`src/hw/rtl/bdq_pkg.sv`:
```
// Shared constants, types and helper functions for the bounded deque.
// No dependencies; imported by every module of the block but bdq_ram.
`default_nettype none

package bdq_pkg;

	localparam int CAPACITY   = 16;
	localparam int DATA_WIDTH = 32;

	localparam int IDX_W    = $clog2(CAPACITY);
	localparam int CNT_W    = $clog2(CAPACITY + 1);
	localparam int SUM_W    = CNT_W + 1;
	localparam int FUNC_W   = 3;
	localparam int VALUE_W  = 32;
	localparam int FILL_W   = 5;
	localparam int STATUS_W = 2;

	typedef enum logic [FUNC_W-1:0] {
		OP_PUSH_FRONT = 3'd0,
		OP_PUSH_BACK  = 3'd1,
		OP_POP_FRONT  = 3'd2,
		OP_POP_BACK   = 3'd3,
		OP_CLEAR      = 3'd4
	} op_t;

	typedef enum logic [STATUS_W-1:0] {
		ST_OK        = 2'd0,
		ST_POP_EMPTY = 2'd1,
		ST_PUSH_FULL = 2'd2
	} status_t;

	typedef enum logic [1:0] {
		CS_IDLE,
		CS_READ,
		CS_LOAD
	} ctl_state_t;

	// controller -> datapath
	typedef struct packed {
		logic update;   // apply the accepted operation to the ring
		logic load;     // capture the result into the output register
	} ctl_cmd_t;

	// datapath -> controller
	typedef struct packed {
		logic out_busy; // output register holds a transaction that is stalled
	} dp_status_t;

	// sum below twice the capacity, folded back into the ring
	function automatic logic [IDX_W-1:0] wrap_idx(input logic [SUM_W-1:0] s);
		logic [SUM_W-1:0] r;
		r = (s >= SUM_W'(CAPACITY)) ? (s - SUM_W'(CAPACITY)) : s;
		return r[IDX_W-1:0];
	endfunction

	function automatic logic [DATA_WIDTH-1:0] to_store(input logic signed [VALUE_W-1:0] v);
		return DATA_WIDTH'(v);
	endfunction

	function automatic logic signed [VALUE_W-1:0] to_out(input logic [DATA_WIDTH-1:0] d);
		return VALUE_W'($signed(d));
	endfunction

endpackage

`default_nettype wire

```
`src/hw/rtl/bdq_ram.sv`:
```
// Generic RAM: one write port, two read ports with registered read data.
// No dependencies.
`default_nettype none

module bdq_ram #(
	parameter int WIDTH = 32,
	parameter int DEPTH = 16
) (
	input  wire logic                     clk,
	input  wire logic                     we,
	input  wire logic [$clog2(DEPTH)-1:0] waddr,
	input  wire logic [WIDTH-1:0]         wdata,
	input  wire logic [$clog2(DEPTH)-1:0] raddr_a,
	input  wire logic [$clog2(DEPTH)-1:0] raddr_b,
	output logic      [WIDTH-1:0]         rdata_a,
	output logic      [WIDTH-1:0]         rdata_b
);

	logic [WIDTH-1:0] mem_q [DEPTH];
	logic [WIDTH-1:0] rdata_a_q;
	logic [WIDTH-1:0] rdata_b_q;

	always_ff @(posedge clk) begin
		if (we) begin
			mem_q[waddr] <= wdata;
		end
		rdata_a_q <= mem_q[raddr_a];
		rdata_b_q <= mem_q[raddr_b];
	end

	assign rdata_a = rdata_a_q;
	assign rdata_b = rdata_b_q;

endmodule

`default_nettype wire

```
`src/hw/rtl/bdq_ctrl.sv`:
```
// Sequencing state machine for the bounded deque.
// Depends on bdq_pkg; drives bdq_dp through ctl_cmd_t.
`default_nettype none

module bdq_ctrl import bdq_pkg::*; (
	input  wire logic       clk,
	input  wire logic       arst_n,
	input  wire logic       req_valid,
	output logic            req_stall,
	input  wire dp_status_t dp_sts,
	output ctl_cmd_t        cmd
);

	ctl_state_t state_q;
	ctl_state_t state_d;

	always_ff @(posedge clk or negedge arst_n) begin
		if (!arst_n) begin
			state_q <= CS_IDLE;
		end else begin
			state_q <= state_d;
		end
	end

	always_comb begin
		state_d    = state_q;
		req_stall  = 1'b1;
		cmd.update = 1'b0;
		cmd.load   = 1'b0;
		unique case (state_q)
			CS_IDLE: begin
				req_stall = 1'b0;
				if (req_valid) begin
					cmd.update = 1'b1;
					state_d    = CS_READ;
				end
			end
			// ring read addresses settle; RAM samples them at the end of this cycle
			CS_READ: begin
				state_d = CS_LOAD;
			end
			CS_LOAD: begin
				if (!dp_sts.out_busy) begin
					cmd.load = 1'b1;
					state_d  = CS_IDLE;
				end
			end
			default: begin
				state_d = CS_IDLE;
			end
		endcase
	end

endmodule

`default_nettype wire

```
`src/hw/rtl/bdq_dp.sv`:
```
// Datapath of the bounded deque: ring pointers, entry RAM and output register.
// Depends on bdq_pkg and bdq_ram; commanded by bdq_ctrl.
`default_nettype none

module bdq_dp import bdq_pkg::*; (
	input  wire logic                       clk,
	input  wire logic                       arst_n,
	input  wire ctl_cmd_t                   cmd,
	output dp_status_t                      dp_sts,
	input  wire logic        [FUNC_W-1:0]   func,
	input  wire logic signed [VALUE_W-1:0]  push_value,
	output logic                            rsp_valid,
	input  wire logic                       rsp_stall,
	output logic signed      [VALUE_W-1:0]  front_value,
	output logic signed      [VALUE_W-1:0]  back_value,
	output logic                            is_empty,
	output logic             [FILL_W-1:0]   fill_count,
	output logic             [STATUS_W-1:0] status
);

	logic [IDX_W-1:0]    front_q;
	logic [CNT_W-1:0]    cnt_q;
	status_t             st_q;

	logic [IDX_W-1:0]    front_d;
	logic [CNT_W-1:0]    cnt_d;
	status_t             st_d;
	logic                push_ok;
	logic [IDX_W-1:0]    waddr;
	logic [IDX_W-1:0]    back_idx;
	logic                full;
	logic                empty;
	logic [DATA_WIDTH-1:0] rd_front;
	logic [DATA_WIDTH-1:0] rd_back;

	logic                      rsp_valid_q;
	logic signed [VALUE_W-1:0] front_value_q;
	logic signed [VALUE_W-1:0] back_value_q;
	logic                      is_empty_q;
	logic [FILL_W-1:0]         fill_count_q;
	logic [STATUS_W-1:0]       status_q;

	assign full  = (cnt_q == CNT_W'(CAPACITY));
	assign empty = (cnt_q == '0);

	// operation decode
	always_comb begin
		front_d = front_q;
		cnt_d   = cnt_q;
		st_d    = ST_OK;
		push_ok = 1'b0;
		waddr   = front_q;
		unique case (func)
			OP_PUSH_FRONT: begin
				if (full) begin
					st_d = ST_PUSH_FULL;
				end else begin
					front_d = (front_q == '0) ? IDX_W'(CAPACITY - 1) : (front_q - IDX_W'(1));
					waddr   = front_d;
					push_ok = 1'b1;
					cnt_d   = cnt_q + CNT_W'(1);
				end
			end
			OP_PUSH_BACK: begin
				if (full) begin
					st_d = ST_PUSH_FULL;
				end else begin
					waddr   = wrap_idx(SUM_W'(front_q) + SUM_W'(cnt_q));
					push_ok = 1'b1;
					cnt_d   = cnt_q + CNT_W'(1);
				end
			end
			OP_POP_FRONT: begin
				if (empty) begin
					st_d = ST_POP_EMPTY;
				end else begin
					front_d = (front_q == IDX_W'(CAPACITY - 1)) ? '0 : (front_q + IDX_W'(1));
					cnt_d   = cnt_q - CNT_W'(1);
				end
			end
			OP_POP_BACK: begin
				if (empty) begin
					st_d = ST_POP_EMPTY;
				end else begin
					cnt_d = cnt_q - CNT_W'(1);
				end
			end
			OP_CLEAR: begin
				front_d = '0;
				cnt_d   = '0;
			end
			default: begin
				// unused codes: no change
			end
		endcase
	end

	always_ff @(posedge clk or negedge arst_n) begin
		if (!arst_n) begin
			front_q <= '0;
			cnt_q   <= '0;
			st_q    <= ST_OK;
		end else if (cmd.update) begin
			front_q <= front_d;
			cnt_q   <= cnt_d;
			st_q    <= st_d;
		end
	end

	// back entry sits at front + count - 1; unused when empty
	assign back_idx = empty ? front_q
		: wrap_idx(SUM_W'(front_q) + SUM_W'(cnt_q) - SUM_W'(1));

	bdq_ram #(
		.WIDTH (DATA_WIDTH),
		.DEPTH (CAPACITY)
	) u_ram (
		.clk     (clk),
		.we      (cmd.update && push_ok),
		.waddr   (waddr),
		.wdata   (to_store(push_value)),
		.raddr_a (front_q),
		.raddr_b (back_idx),
		.rdata_a (rd_front),
		.rdata_b (rd_back)
	);

	always_ff @(posedge clk or negedge arst_n) begin
		if (!arst_n) begin
			rsp_valid_q <= 1'b0;
		end else if (cmd.load) begin
			rsp_valid_q <= 1'b1;
		end else if (!rsp_stall) begin
			rsp_valid_q <= 1'b0;
		end
	end

	always_ff @(posedge clk) begin
		if (cmd.load) begin
			front_value_q <= empty ? '0 : to_out(rd_front);
			back_value_q  <= empty ? '0 : to_out(rd_back);
			is_empty_q    <= empty;
			fill_count_q  <= FILL_W'(cnt_q);
			status_q      <= st_q;
		end
	end

	assign dp_sts.out_busy = rsp_valid_q && rsp_stall;

	assign rsp_valid   = rsp_valid_q;
	assign front_value = front_value_q;
	assign back_value  = back_value_q;
	assign is_empty    = is_empty_q;
	assign fill_count  = fill_count_q;
	assign status      = status_q;

endmodule

`default_nettype wire

```
`src/hw/rtl/bounded_double_ended_queue_top.sv`:
```
// Top level of the bounded double-ended queue (ring of CAPACITY entries).
// Depends on bdq_pkg, bdq_ctrl, bdq_dp and bdq_ram.
//
// Usage:
//  - Request channel (req_valid / req_stall, func, push_value): one
//    transaction per operation - push front, push back, pop front, pop back,
//    clear. Unused func codes leave the queue alone and report ST_OK.
//  - Response channel (rsp_valid / rsp_stall): exactly one transaction per
//    request, in order, carrying front and back values (zero when empty),
//    the empty flag, the fill count and a status code.
//  - Timing: a request taken at a clock edge updates the pointers and writes
//    the entry RAM at that edge; the RAM then reads front and back in
//    CS_READ, and the response is registered in CS_LOAD once the output
//    register is free. The request side takes no new transaction until then.
//  - A stalled response holds in the output register; the next request can
//    be taken meanwhile, and its result waits until the register frees.
//  - Reset (arst_n low, asynchronous) empties the queue and drops any
//    pending response. Entry contents are not cleared; only pushed entries
//    are ever read back.
`default_nettype none

module bounded_double_ended_queue_top import bdq_pkg::*; (
	input  wire logic                       clk,
	input  wire logic                       arst_n,
	input  wire logic                       req_valid,
	output logic                            req_stall,
	input  wire logic        [FUNC_W-1:0]   func,
	input  wire logic signed [VALUE_W-1:0]  push_value,
	output logic                            rsp_valid,
	input  wire logic                       rsp_stall,
	output logic signed      [VALUE_W-1:0]  front_value,
	output logic signed      [VALUE_W-1:0]  back_value,
	output logic                            is_empty,
	output logic             [FILL_W-1:0]   fill_count,
	output logic             [STATUS_W-1:0] status
);

	ctl_cmd_t   cmd;
	dp_status_t dp_sts;

	// controller: accepts a transaction only when idle, sequences read and load
	bdq_ctrl u_ctrl (
		.clk       (clk),
		.arst_n    (arst_n),
		.req_valid (req_valid),
		.req_stall (req_stall),
		.dp_sts    (dp_sts),
		.cmd       (cmd)
	);

	// datapath: ring pointers, entry RAM, response register
	bdq_dp u_dp (
		.clk         (clk),
		.arst_n      (arst_n),
		.cmd         (cmd),
		.dp_sts      (dp_sts),
		.func        (func),
		.push_value  (push_value),
		.rsp_valid   (rsp_valid),
		.rsp_stall   (rsp_stall),
		.front_value (front_value),
		.back_value  (back_value),
		.is_empty    (is_empty),
		.fill_count  (fill_count),
		.status      (status)
	);

endmodule

`default_nettype wire

```
`config.mk`:
```
export PLATFORM = sky130hd
export DESIGN_NAME = bounded_double_ended_queue_top
export DESIGN_NICKNAME = d
export VERILOG_FILES = /design/src/hw/rtl/bdq_pkg.sv /design/src/hw/rtl/bdq_ram.sv /design/src/hw/rtl/bdq_ctrl.sv /design/src/hw/rtl/bdq_dp.sv /design/src/hw/rtl/bounded_double_ended_queue_top.sv
export SDC_FILE = /design/constraint.sdc
export NUM_CORES = 1
export LEC_CHECK = 0
export BUFFER_PORTS_ARGS = -buffer_cell sky130_fd_sc_hd__buf_2
export CORE_MARGIN = 5
export CORE_UTILIZATION = 25
export CTS_BUF_LIST = sky130_fd_sc_hd__clkbuf_4 sky130_fd_sc_hd__clkbuf_8 sky130_fd_sc_hd__clkbuf_16
export DETAILED_ROUTE_END_ITERATION = 6
export PLACE_DENSITY = 0.5
export SLEW_MARGIN = 20
export SYNTH_ARGS = -nofsm -noshare
export SYNTH_HDL_FRONTEND = slang
export SYNTH_SLANG_ARGS = --single-unit
```
`constraint.sdc`:
```
create_clock -name clk -period 10.1 [get_ports clk]
set_clock_uncertainty 0.1 [all_clocks]
set_input_delay 0 -clock clk [delete_from_list [all_inputs] [get_ports clk]]
set_output_delay 0 -clock clk [all_outputs]
set_load 0.01 [all_outputs]
```
==> impl_metrics.toml, run 1 <==
[clock_network]
cts-root-buf = "clkbuf_16"
postCtsSetupBuffers = 0
numCtsBuffers = 74
clock_latency_ps = 630
h-tree-depth = 3
clk_pin_slew_ps = 60
clock_path_buffers = 3
clock-sinks = 662
post_cts_resized = 0
cts_tree = "done"

[worst_setup_path]
required_ps = 10480
crit_type = "reg -> reg"
max_stage_delay_ps = 1020
worstSetupEndpointType = "flop"
path_cells = "ha_1 -> fa_1 -> inv_1 -> ha_1 -> inv_1 -> a21oi_4 -> buf_4 -> nor2_4 -> buf_4 -> mux4_2 -> o21ai_0 -> o2111ai_1"
slowest_stage = "dfrtp_4"
arrival_ps = 5150
r2r_slack_ps = 5330
reg2reg_depth = 12
cp_max_fo = 70
critPathLaunchType = "flop"

[timing]
rsz0062_at_grt = "no"
setup_violations = 0
finalHoldViolCount = 0
slew_headroom_pct = 29.9
drv_slew = 0
tightest_slew_ps = 1050
period_needed_ps = 4770
clock.fmax_mhz = 209
fin_tns_setup_ps = 0
post-route-period-util_pct = 47.3

[die]
core_um2 = 116000
start_util_pct = 25.1
fp-row-count = 125
die_area_um2 = 124000
ios = 113
die-width_um = 352
die_y_um = 352

[layout]
drive_gt1_share_pct = 28.3
finalNetCount = 1933
area_growth_pct = 18.7

[synth]
synth_edf_count = 584
avgSynthCellArea_um2 = 16.7
synthSimpleGateAreaFrac_pct = 4.27
synthXorXnorAreaFrac_pct = 0.278
syn_nets = 1802
synthDistinctLibCells = 65
async_flop_share_pct = 2.11
yosys-mux-area-fraction_pct = 17.4
synth_seq_cells = 662
syn-instance-count = 1752
seq_area_frac_synth_pct = 65.6
synth_compound_area_share_pct = 9.74
synth_top_family_by_area = "multiplexers"
syn_area_um2 = 29200
yosys_warnings = 0
synthAdderAreaFrac_pct = 0.522
synthFlopType = "edfxtp_1"

[job]
drv_cap = 0

[route]
wl_per_cell_um = 25.2
ant_nets = 0
drt_wl_total_um = 87600
route.vias.total = 17800
drcViolationCount = 0
drt_pass1_iterations = 5
viasPerCell = 5.13
dr.first_iter.drc_count = 1745

[global_routing]
grt_max_degree = 97
antenna_found_initial = 7
grt_pass1_vias = 18800
gr-total-overflow = 0
grtUsageTotal_pct = 14.0
grt_pass1_wl_um = 128000

[hold_path]
hold_path.class = "in -> reg"
hold_path_depth = 4

[placement]
gp_congestion = 0.770
dpl.hpwl_um = 48600
numPortBuffers = 112

[status]
status = "finished clean"
worst max-delay path, delay by kind of cell (launching register included):
| family | cells | cell delay (ps) |
|---|---|---|
| adders and majority gates | 3 | 1070 |
| AOI/OAI and AO/OA | 3 | 290 |
| muxes | 1 | 420 |
| DFF | 1 | 1020 |
| and+or+nand+nor | 1 | 190 |
| buffers and inverters | 4 | 1390 |
timing repair:
action | in CTS | in global routing
endpoints found under the hold margin | 569 | 0
setup endpoints to repair | 0 | 0
hold buffers | 44 | 0
per-layer routing:
layer | up-vias | GRT usage [%] | routed length (um)
li1 | 7520 | - | -
met1 | 9444 | 17.9 | 36300
met2 | 688 | 24.2 | 43800
met3 | 141 | 2.47 | 5480
met4 | 2 | 4.11 | 1940
met5 | - | 0 | 7
synthesized netlist by cell type (4+ instances only):
library cell | count | area (um^2)
edfxtp_1 | 584 | 17500
mux4_2 | 222 | 5000
o21ai_0 | 146 | 731
nand2_1 | 127 | 477
clkbuf_1 | 107 | 402
and2_1 | 64 | 400
dfxtp_1 | 64 | 1280
a21oi_1 | 47 | 235
a22oi_1 | 34 | 255
a311oi_1 | 32 | 280
o2111ai_1 | 32 | 280
a32o_1 | 31 | 310
a32oi_1 | 31 | 272
nor2_1 | 30 | 113
o21ai_1 | 30 | 150
buf_1 | 21 | 78.8
buf_2 | 14 | 70.1
dfrtp_1 | 14 | 350
inv_1 | 12 | 45.0
ha_1 | 9 | 113
mux2i_1 | 8 | 80.1
a21o_1 | 7 | 52.6
nand3_1 | 7 | 35.0
nor3_1 | 6 | 30.0
a22o_1 | 4 | 35.0
nand2b_1 | 4 | 25.0
kinds of logic (layout without fill, tap and decap cells):
family | count (synthesis) | count (layout)
AND/OR/NAND/NOR | 259 | 259
flip-flops | 662 | 662
buffers and inverters | 160 | 352
XOR/XNOR | 6 | 6
multiplexers | 230 | 230
other | 0 | 2
AO/OA/AOI/OAI | 424 | 424
adder cells (fa/ha/maj) | 11 | 11
cell usage in the layout, fill, tap and decap left out, drive strengths merged, types with 3 or more instances in the layout:
cell / instances
a21o: 7
o21a: 3
inv: 21
o2111ai: 32
edfxtp: 584
and2: 64
a22o: 4
and3: 3
nor3: 8
a21boi: 4
nor2: 30
dfrtp: 14
a32oi: 31
a31oi: 3
a32o: 31
nand2b: 4
bufinv: 8
dfxtp: 64
mux2i: 8
buf: 156
a22oi: 34
nand2: 127
mux4: 222
clkbuf: 96
o21ai: 177
dlygate4sd3: 44
nand3: 7
clkinv: 24
a311oi: 32
or2: 4
clkinvlp: 3
a21oi: 47
ha: 9
worst paths after layout:
kind | startpoint | endpoint
max in group asynchronous | arst_n | u_dp.front_q[1]
hold reg to reg | u_dp.st_q[1] | u_dp.status[1]
min in group asynchronous | arst_n | u_dp.rsp_valid
hold / removal | rsp_stall | u_dp.rsp_valid
setup reg to reg | u_dp.front_q[0] | u_dp.u_ram.rdata_b[2]
setup / recovery | u_dp.front_q[0] | u_dp.u_ram.rdata_b[2]
cell type report:
type                       count  area (um^2)
sequential                   662        19200
multi-input combinational    930         9660
antenna                        2         5.00
tap                         1524         1910
inverter                      15         56.3
clock buffer                  96         2080
timing repair buffer         200         1340
fill                       11400        81500
clock inverter                41          448
flip-flops by register name (all words and copies together) (netlist names):
register and count:
u_dp.is_empty 1, u_dp.front_value 32, u_dp.u_ram.rdata_b 32, u_dp.fill_count 5
u_dp.back_value 32, u_dp.rsp_valid 1, u_dp.front_q 4, u_dp.u_ram.mem_q 512
u_ctrl.state_q 2, u_dp.status 2, u_dp.st_q 2, u_dp.u_ram.rdata_a 32
u_dp.cnt_q 5
metrics by stage:
stage / std cells / hold WS (ps) / cell area [um^2] / utilization (%) / worst slack [ps]
after global routing: 3469 / 109 / 34700 / 29.8 / 5030
after CTS: 3468 / 40.1 / 34700 / 29.8 / 5310
final: 3470 / 83.5 / 34700 / 29.8 / 5330
after detailed placement: 3287 / -169 / 31700 / 27.3 / 5340
after global placement: 3287 / -166 / 31700 / 27.3 / 5400
after floorplan: 1752 / -396 / 29200 / - / 5430
Power of run 1 is left out: the tool's default activity adds up to more than one toggle a clock period on the data nets, which glitch-free logic cannot reach.
==> run 2: changes to the inputs <==
==> constraint.sdc (replaced) <==
create_clock -name clk -period 4.6 [get_ports clk]
set_clock_uncertainty 0.1 [all_clocks]
set_input_delay 0 -clock clk [delete_from_list [all_inputs] [get_ports clk]]
set_output_delay 0 -clock clk [all_outputs]
set_load 0.01 [all_outputs]
==> run 2 against run 1 <==
Net effect: non-clock buffer count increased by 20; sequential cell count stayed put; maximum frequency increased by 20%; largest cell class unchanged; sequential share of layout area is 0.32 points lower; final area grew 0.58%.
==> impl_metrics.toml, run 2 (synthesis gave the netlist of run 1 again) <==
[route]
drt_pass1_iterations = 5
drcViolationCount = 0
viasPerCell = 5.15
route.met3.wl_um = 5340
drt_wl_total_um = 88600
route.vias.total = 18000
wl_per_cell_um = 25.4
wl_met2_um = 43100
met1_length_um = 37700
ant_nets = 0
top_layer = "met5"
dr.first_iter.drc_count = 1614

[global_routing]
grt_pass1_wl_um = 130000
gr-total-overflow = 0
antenna_found_initial = 6
grt_max_degree = 97
grtUsageTotal_pct = 14.1
grt_pass1_vias = 19000

[die]
fp-row-count = 125
ios = 113
core_um2 = 116000
die_area_um2 = 124000
die-width_um = 352
die_y_um = 352
start_util_pct = 25.1

[clock_network]
postCtsHoldBufs = 42
postCtsSetupBuffers = 0
numCtsBuffers = 75
cts-root-buf = "clkbuf_16"
post_cts_resized = 0
h-tree-depth = 3
cts_tree = "done"
clock_path_buffers = 3
clock_latency_ps = 650
clk_pin_slew_ps = 50
clock-sinks = 662

[placement]
gp_congestion = 0.767
dpl.hpwl_um = 52100
dp.cells = 3309
placed_cell_area_um2 = 32000
numPortBuffers = 112

[timing]
slew_headroom_pct = 33.1
rsz0062_at_grt = "no"
clock.fmax_mhz = 251
setup_violations = 0
tightest_slew_ps = 1000
hold_ws_ps = 108
fin_tns_setup_ps = 0
drv_slew = 0
period_needed_ps = 3980
finalHoldViolCount = 0
post-route-period-util_pct = 86.5

[status]
status = "finished clean"

[worst_setup_path]
max_stage_delay_ps = 690
path_cells = "nor4_4 -> nand2_2 -> inv_2 -> a2111oi_0 -> dlygate4sd3_1 -> nand2_1 -> o21ai_1 -> dlygate4sd3_1"
cp_common_cell = "dlygate4sd3_1"
critPathLaunchType = "flop"
critPathLaunch = "u_dp.cnt_q[1]"
worstSetupEndpointType = "flop"
crit_buf_inv = 3
slowest_stage = "nor4_4"
cp_max_fo = 35
required_ps = 4990
arrival_ps = 4370
regToRegStartpoint = "u_dp.cnt_q[1]"
path_delay_family = "buffers and inverters"
crit_type = "reg -> reg"

[layout]
final_cell_count_no_fill = 3494
seq_area_um2 = 19200
multi_input_area_um2 = 9650
layout_common_cells = "584 x edfxtp_1, 222 x mux4_2, 146 x o21ai_0, 125 x nand2_1, 112 x buf_2"
drive_gt1_share_pct = 29.0
largest_register_ffs = 512
top_register = "u_dp.u_ram.mem_q"
fillCellCount = 11300
finalNetCount = 1954
final_design_area_no_fill_um2 = 34900
area_growth_pct = 19.4
final_common_cell = "edfxtp_1"

[hold_path]
hold_path.class = "in -> reg"
min_from = "rsp_stall"

[job]
drv_cap = 0
==> run 2: cell count changes in the layout (fill, tap and decap cells not counted), sizes merged, moves of 2 or more <==
| cell | change |
|---|---|
| clkbuf | +3 |
| inv | -3 |
| buf | +22 |
| diode | +3 |
| bufinv | -6 |
| dlygate4sd3 | -2 |
| clkinv | +8 |
==> run 2: metrics by stage <==
step	setup WS (ps)	utilization, %
after global placement	813	27.5
after detailed placement	822	27.5
final	623	30.0
after floorplan	758	-
after CTS	575	30.0
after global routing	346	30.0
==> run 2: worst reg2reg max path: cells and delay by family (launching register included) <==
family | cells | cell delay [ps]
buffers and inverters | 3 | 1590
AOI/OAI and AO/OA | 2 | 200
DFF | 1 | 510
and+or+nand+nor | 3 | 1450
==> run 2: per-layer routing <==
layer  global-route usage [%]  up-vias
met5                        0        -
met4                     4.94        2
met3                     2.27      149
met2                     23.7      747
met1                     18.7     9521
li1                         -     7569
==> run 2: area by class of cell <==
type / count / share of cell area [%]
multi-input combinational: 930 / 27.7
tap: 1524 / 5.47
clock inverter: 39 / 1.09
antenna: 5 / 0.0359
sequential: 662 / 55.0
timing repair buffer: 220 / 4.59
inverter: 15 / 0.161
clock buffer: 99 / 6.02
==> run 2: worst paths after layout <==
| path | slack [ps] | cells past startpoint | endpoint |
|---|---|---|---|
| min | 110 | 4 | u_dp.rsp_valid |
| min reg2reg | 350 | 0 | u_dp.status[0] |
| min in group asynchronous | 400 | 3 | u_dp.rsp_valid |
| max in group asynchronous | 3470 | 3 | u_dp.front_q[0] |
| max reg2reg | 620 | 8 | u_dp.cnt_q[4] |
| max | 620 | 8 | u_dp.cnt_q[4] |
Power of run 2 is left out for the same reason.
==> run 3: changes to the inputs <==
--- a/config.mk
+++ b/config.mk
@@ -6,6 +6,7 @@
 export NUM_CORES = 1
 export LEC_CHECK = 0
 export BUFFER_PORTS_ARGS = -buffer_cell sky130_fd_sc_hd__buf_2
+export CORE_ASPECT_RATIO = 0.6
 export CORE_MARGIN = 5
 export CORE_UTILIZATION = 25
 export CTS_BUF_LIST = sky130_fd_sc_hd__clkbuf_4 sky130_fd_sc_hd__clkbuf_8 sky130_fd_sc_hd__clkbuf_16
==> constraint.sdc (replaced) <==
create_clock -name clk -period 5.1 [get_ports clk]
set_clock_uncertainty 0.1 [all_clocks]
set_input_delay 0 -clock clk [delete_from_list [all_inputs] [get_ports clk]]
set_output_delay 0 -clock clk [all_outputs]
set_load 0.01 [all_outputs]
==> run 3 against run 2 <==
Net effect: first-iteration DRC count up 31%; final area down 1.2%; hold slack worse by 39 ps; highest routed layer unchanged; register-to-register slack better by 490 ps; non-clock buffer count down 13; largest cell class unchanged; critical path depth up 3; count of clock-buffer cells in the layout down 21; sequential cell count unchanged; core utilization down 0.41 points; maximum frequency down 0.37%; wire length up 2.5%; sequential share of layout area up 0.68 points.
==> impl_metrics.toml, run 3 (synthesis gave the netlist of run 1 again) <==
[status]
status = "finished clean"

[placement]
numPortBuffers = 112
gp_congestion = 0.800
dpl.hpwl_um = 51500

[clock_network]
cts-root-buf = "clkbuf_16"
clk_pin_slew_ps = 70
h-tree-depth = 2
clock-sinks = 662
numCtsBuffers = 59
clock_latency_ps = 660
postCtsSetupBuffers = 0
clock_path_buffers = 3
post_cts_resized = 0
cts_tree = "done"

[layout]
post-route-util_pct = 29.6
layout_common_cells = "584 x edfxtp_1, 222 x mux4_2, 146 x o21ai_0, 125 x nand2_1, 112 x buf_2"
final_common_cell = "edfxtp_1"
area_growth_pct = 17.9
largest_register_ffs = 512
drive_gt1_share_pct = 28.0
top_register = "u_dp.u_ram.mem_q"
finalNetCount = 1925

[timing]
fin_tns_setup_ps = 0
tightest_slew_ps = 1120
slew_headroom_pct = 25.6
rsz0062_at_grt = "no"
period_needed_ps = 3990
setup_violations = 0
clock.fmax_mhz = 251
finalHoldViolCount = 0
post-route-period-util_pct = 78.3
drv_slew = 0

[die]
fp-row-count = 97
die_y_um = 275
die_area_um2 = 124000
core_um2 = 116000
start_util_pct = 25.1
die-width_um = 451
ios = 113

[route]
dr.first_iter.drc_count = 2110
wl_met2_um = 39100
route.met3.wl_um = 8440
met1_length_um = 41200
route.vias.total = 18200
viasPerCell = 5.25
drt_pass1_iterations = 5
drcViolationCount = 0
ant_nets = 0
drt_wl_total_um = 90800
top_layer = "met5"
wl_per_cell_um = 26.2

[global_routing]
grt_max_degree = 137
gr-total-overflow = 0
grtUsageTotal_pct = 14.2
grt_pass1_vias = 18600
antenna_found_initial = 2
grt_pass1_wl_um = 130000

[job]
drv_cap = 0

[worst_setup_path]
arrival_ps = 4460
cp_max_fo = 21
required_ps = 5570
worstSetupEndpointType = "flop"
crit_type = "reg -> reg"
critPathLaunchType = "flop"

[hold_path]
hold_path.class = "in -> reg"
run 3: cell count changes in the layout (fill, tap and decap cells not counted), sizes merged:
cell	previous run	this run
bufinv	2	9
clkbuf	99	78
buf	178	163
diode	5	2
clkinvlp	2	4
inv	18	16
clkinv	32	20
dlygate4sd3	42	44
run 3: per-layer routing:
layer	global-route usage, %	vias up
met3	3.48	144
met2	21.2	949
met4	3.41	2
li1	-	7487
met1	20.9	9593
met5	0	-
run 3: critical path, stage by stage (launching register included):
cell and delay (ps):
dfrtp_4 540, ha_1 230, fa_1 520, inv_1 80, ha_1 210, xor3_1 290, o21ai_1 150, or2_2 350
mux2i_4 550, buf_4 520, o21ai_0 190, o2111ai_1 170
run 3: worst paths after layout:
check                                      from                      to  slack [ps]  cells past startpoint
worst max-delay path            u_dp.front_q[0]  u_dp.u_ram.rdata_b[13]        1110                     11
worst min-delay path                  rsp_stall          u_dp.rsp_valid          70                      4
worst max register to register  u_dp.front_q[0]  u_dp.u_ram.rdata_b[13]        1110                     11
worst min register to register     u_dp.st_q[0]          u_dp.status[0]         350                      0
max in group asynchronous                arst_n         u_dp.front_q[0]        3990                      3
min in group asynchronous                arst_n       u_ctrl.state_q[0]         380                      3
run 3: layout make-up:
| type | instances | area, um^2 |
|---|---|---|
| flip-flops and latches | 662 | 19200 |
| clock buffers | 78 | 1690 |
| repair buffers | 207 | 1540 |
| multi-input cells | 930 | 9650 |
| inverters | 15 | 56.3 |
| fillers | 11400 | 81900 |
| diodes | 2 | 5.00 |
| well taps | 1534 | 1920 |
| clock inverters | 34 | 423 |
run 3: through the flow:
stage / setup WS, ps / cell area (um^2) / instances / hold WS, ps
after floorplan: 432 / 29200 / 1752 / -396
after global placement: 1170 / 31900 / 3304 / -168
after detailed placement: 1160 / 31900 / 3304 / -155
after CTS: 1120 / 34400 / 3460 / 35.0
after global routing: 918 / 34500 / 3460 / 76.7
final: 1110 / 34500 / 3462 / 69.1
run 3: repair_timing:
action	CTS	global route
endpoints found under the hold margin	595	0
setup endpoints to repair	0	0
hold buffers	44	0
Power of run 3 is left out for the same reason.
